<file path="config.mk">
export PLATFORM = sky130hd
export DESIGN_NAME = apsp_ctrl
export DESIGN_NICKNAME = d
export VERILOG_FILES = /design/src/rtl/core/apsp_pkg.sv /design/src/rtl/core/apsp_ctrl.sv
export SDC_FILE = /design/constraint.sdc
export NUM_CORES = 1
export LEC_CHECK = 0
export ABC_AREA = 1
export ABC_CLOCK_PERIOD_IN_PS = 6200
export BUFFER_PORTS_ARGS = -buffer_cell sky130_fd_sc_hd__buf_4
export CAP_MARGIN = 20
export CORE_MARGIN = 4
export CORE_UTILIZATION = 40
export DETAILED_ROUTE_END_ITERATION = 7
export PLACE_DENSITY = 0.65
export SKIP_CTS_REPAIR_TIMING = 1
export SYNTH_ARGS = -nofsm -noshare
export SYNTH_HDL_FRONTEND = slang
export SYNTH_SLANG_ARGS = --single-unit
</file>
<file path="constraint.sdc">
create_clock -name clk -period 6.2 [get_ports clk]
set_input_delay 1.24 -clock clk [delete_from_list [all_inputs] [get_ports clk]]
set_output_delay 1.24 -clock clk [all_outputs]
set_load 0.005 [all_outputs]
</file>
<file path="src/rtl/core/apsp_pkg.sv">
// ----------------------------------------------------------------------------
// All-pairs shortest path package
// Shared widths, item types, operation codes and controller command bundle.
// ----------------------------------------------------------------------------
package apsp_pkg;

	localparam int MAX_VERTICES   = 16;
	localparam int VIDX_W         = $clog2(MAX_VERTICES);
	localparam int ADDR_W         = 2 * VIDX_W;
	localparam int WEIGHT_WIDTH   = 16;
	localparam int DISTANCE_WIDTH = 24;
	localparam int COUNT_W        = 5;
	localparam int PRED_W         = 5;

	localparam logic [1:0] OP_LOAD = 2'd0;
	localparam logic [1:0] OP_RUN  = 2'd1;
	localparam logic [1:0] OP_READ = 2'd2;

	// Memory address selection used by the datapath.
	localparam logic [1:0] AM_ITEM = 2'd0;
	localparam logic [1:0] AM_SNAP = 2'd1;
	localparam logic [1:0] AM_UPD  = 2'd2;
	localparam logic [1:0] AM_CHK  = 2'd3;

	typedef struct packed {
		logic [1:0]                     opcode;
		logic [VIDX_W-1:0]              row;
		logic [VIDX_W-1:0]              column;
		logic signed [WEIGHT_WIDTH-1:0] edge_weight;
		logic                           edge_infinite;
	} in_item_t;

	typedef struct packed {
		logic signed [DISTANCE_WIDTH-1:0] distance;
		logic                             distance_infinite;
		logic [PRED_W-1:0]                predecessor;
		logic                             negative_cycle;
	} out_item_t;

	typedef struct packed {
		logic                             inf;
		logic signed [DISTANCE_WIDTH-1:0] val;
		logic [PRED_W-1:0]                pred;
	} mem_entry_t;

	typedef struct packed {
		logic              accept;
		logic [1:0]        addr_mode;
		logic [VIDX_W-1:0] i;
		logic [VIDX_W-1:0] j;
		logic [VIDX_W-1:0] k;
		logic              snap_v;
		logic              upd_v;
		logic              chk_v;
		logic              clr_flag;
		logic              resp_run;
	} ctl_cmd_t;

endpackage

</file>
<file path="src/rtl/core/apsp_ctrl.sv">
// ----------------------------------------------------------------------------
// All-pairs shortest path controller
// Holds the vertex count register and sequences the pivot rounds of a run:
// snapshot, relaxation sweep, settle cycle, then the diagonal check.
// ----------------------------------------------------------------------------
module apsp_ctrl import apsp_pkg::*; (
	input  logic               clk,
	input  logic               arst_n,
	input  logic               start,
	input  logic [1:0]         opcode,
	output logic               busy,
	input  logic               cfg_valid,
	output logic               cfg_ready,
	input  logic [COUNT_W-1:0] cfg_data,
	output ctl_cmd_t           cmd
);

	localparam logic [2:0] S_IDLE = 3'd0;
	localparam logic [2:0] S_SNAP = 3'd1;
	localparam logic [2:0] S_UPD  = 3'd2;
	localparam logic [2:0] S_GAP  = 3'd3;
	localparam logic [2:0] S_CHK  = 3'd4;
	localparam logic [2:0] S_FIN  = 3'd5;
	localparam logic [2:0] S_RESP = 3'd6;

	logic [2:0]         state_q;
	logic [COUNT_W-1:0] vertex_count_q;
	logic [VIDX_W-1:0]  i_q, j_q, k_q;
	logic [COUNT_W-1:0] n;
	logic [VIDX_W-1:0]  n_last;
	logic               accept;

	assign cfg_ready = 1'b1;
	assign busy      = (state_q != S_IDLE);
	assign accept    = start && !busy;

	assign n      = (vertex_count_q > COUNT_W'(MAX_VERTICES)) ?
		COUNT_W'(MAX_VERTICES) : vertex_count_q;
	assign n_last = VIDX_W'(n - COUNT_W'(1));

	always_ff @(posedge clk or negedge arst_n) begin
		if (!arst_n) begin
			vertex_count_q <= COUNT_W'(MAX_VERTICES);
		end else if (cfg_valid && cfg_ready) begin
			vertex_count_q <= cfg_data;
		end
	end

	always_ff @(posedge clk or negedge arst_n) begin
		if (!arst_n) begin
			state_q <= S_IDLE;
			i_q     <= '0;
			j_q     <= '0;
			k_q     <= '0;
		end else begin
			case (state_q)
				S_IDLE: begin
					if (accept && opcode == OP_RUN) begin
						i_q     <= '0;
						j_q     <= '0;
						k_q     <= '0;
						state_q <= (n == '0) ? S_RESP : S_SNAP;
					end
				end
				S_SNAP: begin
					if (i_q == n_last) begin
						i_q     <= '0;
						j_q     <= '0;
						state_q <= S_UPD;
					end else begin
						i_q <= i_q + VIDX_W'(1);
					end
				end
				S_UPD: begin
					if (j_q == n_last) begin
						j_q <= '0;
						if (i_q == n_last) begin
							i_q     <= '0;
							state_q <= S_GAP;
						end else begin
							i_q <= i_q + VIDX_W'(1);
						end
					end else begin
						j_q <= j_q + VIDX_W'(1);
					end
				end
				S_GAP: begin
					// The last relaxation write lands here, before the next reads.
					if (k_q == n_last) begin
						k_q     <= '0;
						state_q <= S_CHK;
					end else begin
						k_q     <= k_q + VIDX_W'(1);
						state_q <= S_SNAP;
					end
				end
				S_CHK: begin
					if (i_q == n_last) begin
						i_q     <= '0;
						state_q <= S_FIN;
					end else begin
						i_q <= i_q + VIDX_W'(1);
					end
				end
				S_FIN: begin
					state_q <= S_RESP;
				end
				S_RESP: begin
					state_q <= S_IDLE;
				end
				default: begin
					state_q <= S_IDLE;
				end
			endcase
		end
	end

	always_comb begin
		cmd           = '0;
		cmd.accept    = accept;
		cmd.addr_mode = AM_ITEM;
		cmd.i         = i_q;
		cmd.j         = j_q;
		cmd.k         = k_q;
		case (state_q)
			S_IDLE: begin
				cmd.clr_flag = accept && opcode == OP_RUN;
			end
			S_SNAP: begin
				cmd.addr_mode = AM_SNAP;
				cmd.snap_v    = 1'b1;
			end
			S_UPD: begin
				cmd.addr_mode = AM_UPD;
				cmd.upd_v     = 1'b1;
			end
			S_CHK: begin
				cmd.addr_mode = AM_CHK;
				cmd.chk_v     = 1'b1;
			end
			S_RESP: begin
				cmd.resp_run = 1'b1;
			end
			default: begin
				cmd.addr_mode = AM_ITEM;
			end
		endcase
	end

endmodule

</file>
# Word level (Yosys, flattened, before mapping)
# Index checks and enable logic that the tools add are counted.
# Widths: inputs -> output; s select.
totals:
  regBits: 20
  inputBits: 11
  out_inout_bits: 22
  elab_cells: 63
classes:
  addsub: 4
  n_lt_le_gt_ge: 1
  n_eq_ne: 15
  muxes: 24
  n_reduce_logical: 14
ops:
  columns: ["op", "n"]
  rows:
  - ["$mux 4", 6]
  - ["$pmux 4 s3", 2]
  - ["$mux 3", 7]
  - ["$pmux 3 s6", 1]
  - ["$add 4x1->4 const B", 3]
  - ["$eq 4x4->1", 3]
  - ["$ne 2x2->1 const B", 5]
  - ["$eq 3x3->1 const B", 3]
  - ["$reduce_bool 3->1", 3]
  - ["$pmux 4 s2", 1]
  - ["$eq 3x2->1 const B", 2]
  - ["$pmux 2 s3", 1]
  - ["$reduce_and 3->1", 2]
  - ["$gt 5x5->1 const B", 1]
  - ["$logic_not 5->1", 1]
  - ["$mux 1", 5]
  - ["$mux 5", 1]
  - ["$reduce_and 5->1", 1]
  - ["$sub 4x1->4 const B", 1]
  - ["$eq 3x1->1 const B", 1]
  - ["$logic_not 3->1", 1]
  - ["$eq 2x1->1 const B", 1]
  - ["$logic_and 1x1->1", 2]
  - ["$reduce_and 2->1", 1]
  - ["other kinds (3)", 3]

# Longest topological paths before layout
# Gate-level depths: netlist of run 1.
logic_depth:
  ltp_word: 7
  ltp_mapped: 16
  depth_no_buf: 16

# Least setup slack after synthesis of run 1
# No wires, ideal clock.
synth_timing:
  path_type: "in2out"
  startpoint: "input start"
  endpoint: "output cmd[1] (netlist bit)"
  arrival_ns: 1.541
  required_ns: 4.960
  path_slack_ns: 3.419
  path_stages: 4
  n_path_buf: 0
  cell_sequence: "inv_1 > nor2_2 > nand3_1 > inv_1"
synth_lines:
  columns: ["element", "line", "rtl"]
  rows:
  - ["from (decl)", "apsp_ctrl.sv:9", "input logic start,"]
  - ["to (decl)", "apsp_ctrl.sv:15", "output ctl_cmd_t cmd"]

==> run metrics, run 1 <==
proportion of register bits with asynchronous set or reset after synthesis=100%; routed wire length=3310 um; type of element capturing the critical path=output pin; top fanout value on the critical path=3; top flip-flop cell by instance count after synthesis=sky130_fd_sc_hd__dfrtp_1; clock latency at the later pin of the worst-skew pair=0.27 ns; setup repair after global routing missed its margin=no; Top Ports=33; final instance count without filler cells=276; Max Clk Rate=between 300 and 400 MHz; global-route wire length before repair=5600 um; leakage=between 0.9 and 1 nW; total core area=3440 um^2; number of storage elements in the synthesis netlist=20; area fraction of the dominant cell type after synthesis=32.3%; residual antenna-violating net count after detailed routing=0; Die Span X=~69 um; Post-route DRC=0; count of different cell masters after synthesis=30; areal power density over the cells=441 nW/um^2; Core Rows=21; maximum clock path buffer count=2; final worst path period share=between 40% and 50%; Setup TNS=0 ns; antenna violations before repair=0; worst clock skew on the final layout=0.00487 ns; Reg2Reg Setup Slack=approximately 3.8 ns; number of hold-slack violations in the final timing report=0; CTS clock-pin slew for the worst setup and hold paths=0.08 ns; total standard cell area after synthesis=1470 um^2; vias per inst=4.83; number of antenna diodes=0; synth-to-layout area growth=23.3%; Worst IR Drop VDD=0.232 mV; most instantiated cells after synthesis=48 x sky130_fd_sc_hd__nand2_1, 25 x sky130_fd_sc_hd__inv_1, 21 x sky130_fd_sc_hd__nand3_1; CP required=roughly 5.0 ns; most common cell in the synthesized netlist=sky130_fd_sc_hd__nand2_1; number of synthesized flops with an enable pin=0; clock root buffer master=sky130_fd_sc_hd__clkbuf_8; start-to-end type of the worst setup path=primary input to output pin; endpoint arrival time on the critical path=about 1.8 ns; cell area after placement=1740 um^2; height of the die=68.7 um; Overflow after GRT=0; outcome=completed; H-Tree Depth=1; CP startpoint=start; Inst Count DP=272; Critical Path Start Type=primary input; final std cell area, no fill=between 1500 and 2000 um^2; number of global-route vias before repair=1233; Inserted Clock Buffers=3; synthesized net count=214; largest cells by area after synthesis=sky130_fd_sc_hd__dfrtp_1 32%, sky130_fd_sc_hd__nand2_1 12%, sky130_fd_sc_hd__nand3_1 7.1%; vias=about 1300; aggregate global-route resource usage=16.0%; top cell type by total area after synthesis=sky130_fd_sc_hd__dfrtp_1; tightest hold margin=0.567 ns; worst r2r dst=j_q[2]$_DFFE_PN0P_; cell depth of the worst flop-to-flop path=13; NumNets Final=247; share of synthesized area occupied by flip-flops and latches=34.1%; Mean Syn Cell Area=7.43 um^2; Die Area=4710 um^2; clock sink total=20; origin of the critical flop-to-flop path=vertex_count_q[2]$_DFFE_PN0P_; total of warnings raised by yosys=0; placer congestion estimate=0.810; hpwl dp=2600 um; count of buffers inserted at the top-level ports=31; fraction of layout cells with a size suffix above 1=between 20 and 30%; critical path endpoint=cmd[1]; post-route minimum period=3.00 ns; pin count of the biggest net entering global routing=21; Initial Utilization=42.7%; cell count after synthesis=approximately 200; Worst Hold Class=register to register; Maximum Capacitance Violations=0; number of pins with negative max-slew slack in the final report=0; Iter 0 DRT Violations=50; endpoints failing setup=0; final routed wire length divided by cell count=12.0 um; DRT Pass-1 Iters=4; CTS tree=done
==> worst min-delay path by stage <==
stage,start,end,cells past startpoint
3_3_place_gp,vertex_count_q[1]$_DFFE_PN0P_,vertex_count_q[1]$_DFFE_PN0P_,1
6_report,vertex_count_q[1]$_DFFE_PN0P_,vertex_count_q[1]$_DFFE_PN0P_,1
5_1_grt,vertex_count_q[1]$_DFFE_PN0P_,vertex_count_q[1]$_DFFE_PN0P_,1
4_1_cts,vertex_count_q[1]$_DFFE_PN0P_,vertex_count_q[1]$_DFFE_PN0P_,1
2_1_floorplan,vertex_count_q[1]$_DFFE_PN0P_,vertex_count_q[1]$_DFFE_PN0P_,1
3_5_place_dp,vertex_count_q[1]$_DFFE_PN0P_,vertex_count_q[1]$_DFFE_PN0P_,1
==> cell usage in the layout (no fill, tap or decap) <==
| master | netlist | routed |
|---|---|---|
| sky130_fd_sc_hd__nand2_1 | 48 | 48 |
| sky130_fd_sc_hd__buf_4 | 2 | 31 |
| sky130_fd_sc_hd__inv_1 | 25 | 25 |
| sky130_fd_sc_hd__nand3_1 | 21 | 21 |
| sky130_fd_sc_hd__dfrtp_1 | 19 | 19 |
| sky130_fd_sc_hd__nor2_1 | 11 | 11 |
| sky130_fd_sc_hd__nand2_2 | 9 | 9 |
| sky130_fd_sc_hd__nand4_1 | 7 | 7 |
| sky130_fd_sc_hd__nor2_2 | 6 | 6 |
| sky130_fd_sc_hd__xor2_1 | 5 | 5 |
| sky130_fd_sc_hd__o21ai_1 | 5 | 5 |
| sky130_fd_sc_hd__ha_1 | 5 | 5 |
| sky130_fd_sc_hd__a21oi_1 | 4 | 4 |
| sky130_fd_sc_hd__inv_2 | 3 | 3 |
| sky130_fd_sc_hd__nand2_4 | 3 | 3 |
| sky130_fd_sc_hd__nand3_2 | 3 | 3 |
| sky130_fd_sc_hd__xnor2_1 | 3 | 3 |
| sky130_fd_sc_hd__mux2_2 | 3 | 3 |
| sky130_fd_sc_hd__o21ai_0 | 3 | 3 |
| sky130_fd_sc_hd__clkbuf_8 | 0 | 3 |
| sky130_fd_sc_hd__nor2_4 | 2 | 2 |
| sky130_fd_sc_hd__o31ai_1 | 2 | 2 |
| sky130_fd_sc_hd__or2_2 | 1 | 1 |
| sky130_fd_sc_hd__nand3b_1 | 1 | 1 |
| sky130_fd_sc_hd__nor3_1 | 1 | 1 |
| sky130_fd_sc_hd__nand3_4 | 1 | 1 |
| sky130_fd_sc_hd__o22ai_1 | 1 | 1 |
| sky130_fd_sc_hd__o21bai_1 | 1 | 1 |
| sky130_fd_sc_hd__conb_1 | 1 | 1 |
| sky130_fd_sc_hd__bufinv_16 | 0 | 1 |
| sky130_fd_sc_hd__dfstp_2 | 1 | 1 |
==> layout make-up <==
| class | count | area, um^2 |
|---|---|---|
| fill | 369 | 1630 |
| multi-input combinational | 147 | 846 |
| sequential | 20 | 502 |
| timing repair buffer | 31 | 233 |
| inverter | 28 | 105 |
| tap | 46 | 57.6 |
| clock buffer | 3 | 41.3 |
| clock inverter | 1 | 30.0 |
==> per-stage QoR <==
stage / setup slack, ns / total power, mW / utilization, %
6_report: 3.20 / 0.800 / 52.7
2_1_floorplan: 3.42 / 0.524 / -
5_1_grt: 3.11 / 0.877 / 52.7
3_3_place_gp: 3.23 / 0.668 / 50.6
4_1_cts: 3.19 / 0.808 / 52.7
3_5_place_dp: 3.19 / 0.671 / 50.6
==> report_power, final <==
group / switching, mW / total, mW / leakage, nW / internal [mW]
Clock: 0.0481 / 0.134 / 0.0357 / 0.0863
Sequential: 0.0577 / 0.227 / 0.256 / 0.169
Combinational: 0.252 / 0.439 / 0.653 / 0.187
Total: 0.357 / 0.800 / 0.945 / 0.443
==> state kept, by name (all words and copies together) (netlist names) <==
signal	cells
vertex_count_q	5
j_q	4
i_q	4
k_q	4
state_q	3
==> metal layers <==
metal / vias to the layer above / routed length [um] / share of wire, % / track usage [%]
met5: - / 0 / 0 / 0
met4: 0 / 53 / 1.6 / 5.96
met2: 33 / 1500 / 45 / 24.9
li1: 697 / - / - / -
met3: 5 / 176 / 5.3 / 1.94
met1: 597 / 1580 / 48 / 22.5
==> critical path: stages <==
cell and delay, ns:
sky130_fd_sc_hd__buf_4 0.08, sky130_fd_sc_hd__inv_1 0.03, sky130_fd_sc_hd__nor2_2 0.11, sky130_fd_sc_hd__nand3_1 0.13, sky130_fd_sc_hd__inv_1 0.08, sky130_fd_sc_hd__buf_4 0.10
==> cells by family (layout without fill, tap and decap cells) <==
kind of cell	after synthesis	in the layout	share of synthesized area [%]
compound gates	16	16	6.04
xor+xnor	8	8	4.76
fa+ha+maj	5	5	4.25
buf+inv	31	63	8.42
flops	20	20	34.1
mux	3	3	2.30
other cells	1	1	0.255
simple gates	114	114	39.9
No activity file was read; power rests on OpenSTA's default activity.
==> run 2: changes to the inputs <==
--- a/config.mk
+++ b/config.mk
@@ -6,13 +6,13 @@
 export NUM_CORES = 1
 export LEC_CHECK = 0
 export ABC_AREA = 1
-export ABC_CLOCK_PERIOD_IN_PS = 6200
+export ABC_CLOCK_PERIOD_IN_PS = 2500
 export BUFFER_PORTS_ARGS = -buffer_cell sky130_fd_sc_hd__buf_4
 export CAP_MARGIN = 20
 export CORE_MARGIN = 4
 export CORE_UTILIZATION = 40
 export DETAILED_ROUTE_END_ITERATION = 7
-export PLACE_DENSITY = 0.65
+export PLACE_DENSITY = 0.67
 export SKIP_CTS_REPAIR_TIMING = 1
 export SYNTH_ARGS = -nofsm -noshare
 export SYNTH_HDL_FRONTEND = slang
==> constraint.sdc (replaced) <==
create_clock -name clk -period 2.5 [get_ports clk]
set_input_delay 0.5 -clock clk [delete_from_list [all_inputs] [get_ports clk]]
set_output_delay 0.5 -clock clk [all_outputs]
set_load 0.005 [all_outputs]
==> run 2 against run 1 <==
Net effect: critical path depth rose by 7; core utilization rose by 0.51 points; die area did not move; hold slack got worse by 0.47 ns; global-route usage rose by 0.44 points; clock skew rose by 0.0083 ns; critical endpoint is now j_q[3]$_DFFE_PN0P_; highest routed layer unchanged.
==> run metrics, run 2 (synthesis gave the netlist of run 1 again) <==
outcome=completed; antenna violations before repair=0 (unchanged); top fanout value on the critical path=6 (+3); count of buffers inserted at the top-level ports=31 (unchanged); vias=1364 (+2.4%); CTS tree=done; Most Crowded Layer GR=met2; start-to-end type of the worst setup path=register to register; Max Clk Rate=443 MHz; overall power after layout=2.01 mW (+150%); final worst path period share=90.4%; routed wire length=3420 um (+3.4%); commonest cells after routing, fill and taps aside=48 x sky130_fd_sc_hd__nand2_1, 31 x sky130_fd_sc_hd__buf_4, 25 x sky130_fd_sc_hd__inv_1, 21 x sky130_fd_sc_hd__nand3_1, 19 x sky130_fd_sc_hd__dfrtp_1; clock latency at the later pin of the worst-skew pair=0.27 ns (about the same); CP required=2.64 ns (-2.32 ns); DRT Pass-1 Iters=4 (unchanged); Setup TNS=0 ns (unchanged); largest register by flop count=vertex_count_q; maximum clock path buffer count=2 (unchanged); Worst Hold Class=primary input to asynchronous set/reset pin; Worst IR Drop VDD=0.627 mV (+170%); worst slack at placement=0.148 ns (-3.05 ns); number of hold-slack violations in the final timing report=0 (unchanged); setup repair after global routing missed its margin=no; pin count of the biggest net entering global routing=21 (unchanged); cell with the biggest individual delay on the critical path=sky130_fd_sc_hd__dfrtp_1; cell-by-cell trace of the critical path=nor2_4, nand2_2, nand2_4, nand2_2, ha_4, xor2_1, nand3_2, nor2_4, nand2_4, nand2_4, nand3_2, nand2_1, o31ai_1; number of global-route vias before repair=1265 (+2.6%); synth-to-layout area growth=24.5%; worst clock skew on the final layout=0.0132 ns (+0.00830 ns); most frequent cell on the critical path=sky130_fd_sc_hd__nand2_4; CP delay by family, top=simple AND/OR/NAND/NOR gates; endpoints failing setup=0 (unchanged); placer congestion estimate=0.851 (+5.0%); NumNets Final=247 (unchanged); CTS clock-pin slew for the worst setup and hold paths=0.09 ns (about the same); height of the die=68.7 um (unchanged); Die Span X=68.7 um (unchanged); Overflow after GRT=0 (unchanged); clock sink total=20 (unchanged); aggregate global-route resource usage=16.4% (+0.44 points); residual antenna-violating net count after detailed routing=0 (unchanged); post-route worst setup slack=0.241 ns (-2.96 ns); type of element capturing the critical path=register; number of pins with negative max-slew slack in the final report=0 (unchanged); Inserted Clock Buffers=3 (unchanged); Maximum Capacitance Violations=0 (unchanged); Die Area=4710 um^2 (unchanged); total core area=3440 um^2 (unchanged); hpwl dp=2730 um (+5.2%); post-route minimum period=2.26 ns; final routed wire length divided by cell count=12.4 um (+3.4%); leakage=0.947 nW (+0.17%); met1 demand-to-capacity share in global routing=23.1% (+0.56 points); grt met2 use=26.1% (+1.2 points); Core Rows=21 (unchanged); H-Tree Depth=1 (unchanged); endpoint arrival time on the critical path=2.40 ns (+0.64 ns); global-route wire length before repair=5890 um (+5.3%); met3 capacity usage during global routing=3.73% (+1.8 points); Initial Utilization=42.7% (unchanged); fraction of layout cells with a size suffix above 1=29.6% (+0.43 points); Top Ports=33 (unchanged); clock root buffer master=sky130_fd_sc_hd__clkbuf_8; max reg flops=5 (unchanged); most common cell after layout, fill and taps aside=sky130_fd_sc_hd__nand2_1; areal power density over the cells=1100 nW/um^2 (+150%); slowest cell delay on critical path=0.46 ns (+0.33 ns); Post-route DRC=0 (unchanged); Iter 0 DRT Violations=105 (+110%); tightest hold margin=0.0987 ns (-0.469 ns); vias per inst=4.94 (+2.4%); Reg2Reg Setup Slack=0.24 ns (-3.52 ns); worst path buffer plus inverter count=0 (-4); number of antenna diodes=0 (unchanged); Critical Path Start Type=register
==> run 2: metrics by stage <==
step	instance area [um^2]	instances	util [%]
after floorplan	1470	198	-
after global placement	1740	272	50.6
after detailed placement	1740	272	50.6
after CTS	1810	276	52.7
after global routing	1830	276	53.2
final	1830	276	53.2
==> run 2: power by group <==
part	total, mW	internal (mW)	leakage (nW)	switching (mW)
clock	0.334	0.214	0.0357	0.120
sequential	0.566	0.419	0.256	0.147
combinational	1.11	0.470	0.655	0.640
total	2.01	1.10	0.947	0.906
==> run 2: layer usage <==
metal,routed length (um),vias up
met5,0,-
met4,10,0
met3,143,2
met2,1570,24
met1,1700,634
li1,-,704
==> run 2: cell type report <==
type | count | area (um^2)
fill | 338 | 1610
multi-input combinational | 147 | 863
sequential | 20 | 502
timing repair buffer | 31 | 233
inverter | 28 | 105
tap | 46 | 57.6
clock buffer | 3 | 41.3
clock inverter | 1 | 30.0
==> run 2: final timing paths <==
kind | start | cells past startpoint | to
max | vertex_count_q[2]$_DFFE_PN0P_ | 13 | j_q[3]$_DFFE_PN0P_
min | arst_n | 1 | i_q[0]$_DFFE_PN0P_
min reg2reg | vertex_count_q[1]$_DFFE_PN0P_ | 1 | vertex_count_q[1]$_DFFE_PN0P_
max in group asynchronous | arst_n | 1 | vertex_count_q[4]$_DFFE_PN1P_
min in group clk | cfg_data[2] | 3 | vertex_count_q[2]$_DFFE_PN0P_
max reg2reg | vertex_count_q[2]$_DFFE_PN0P_ | 13 | j_q[3]$_DFFE_PN0P_
==> run 2: worst reg2reg max path: stages (launching register included) <==
cell and delay, ns:
sky130_fd_sc_hd__dfrtp_1 0.46, sky130_fd_sc_hd__nor2_4 0.16, sky130_fd_sc_hd__nand2_2 0.11, sky130_fd_sc_hd__nand2_4 0.12, sky130_fd_sc_hd__nand2_2 0.12, sky130_fd_sc_hd__ha_4 0.32, sky130_fd_sc_hd__xor2_1 0.19, sky130_fd_sc_hd__nand3_2 0.12
sky130_fd_sc_hd__nor2_4 0.13, sky130_fd_sc_hd__nand2_4 0.09, sky130_fd_sc_hd__nand2_4 0.08, sky130_fd_sc_hd__nand3_2 0.11, sky130_fd_sc_hd__nand2_1 0.09, sky130_fd_sc_hd__o31ai_1 0.07
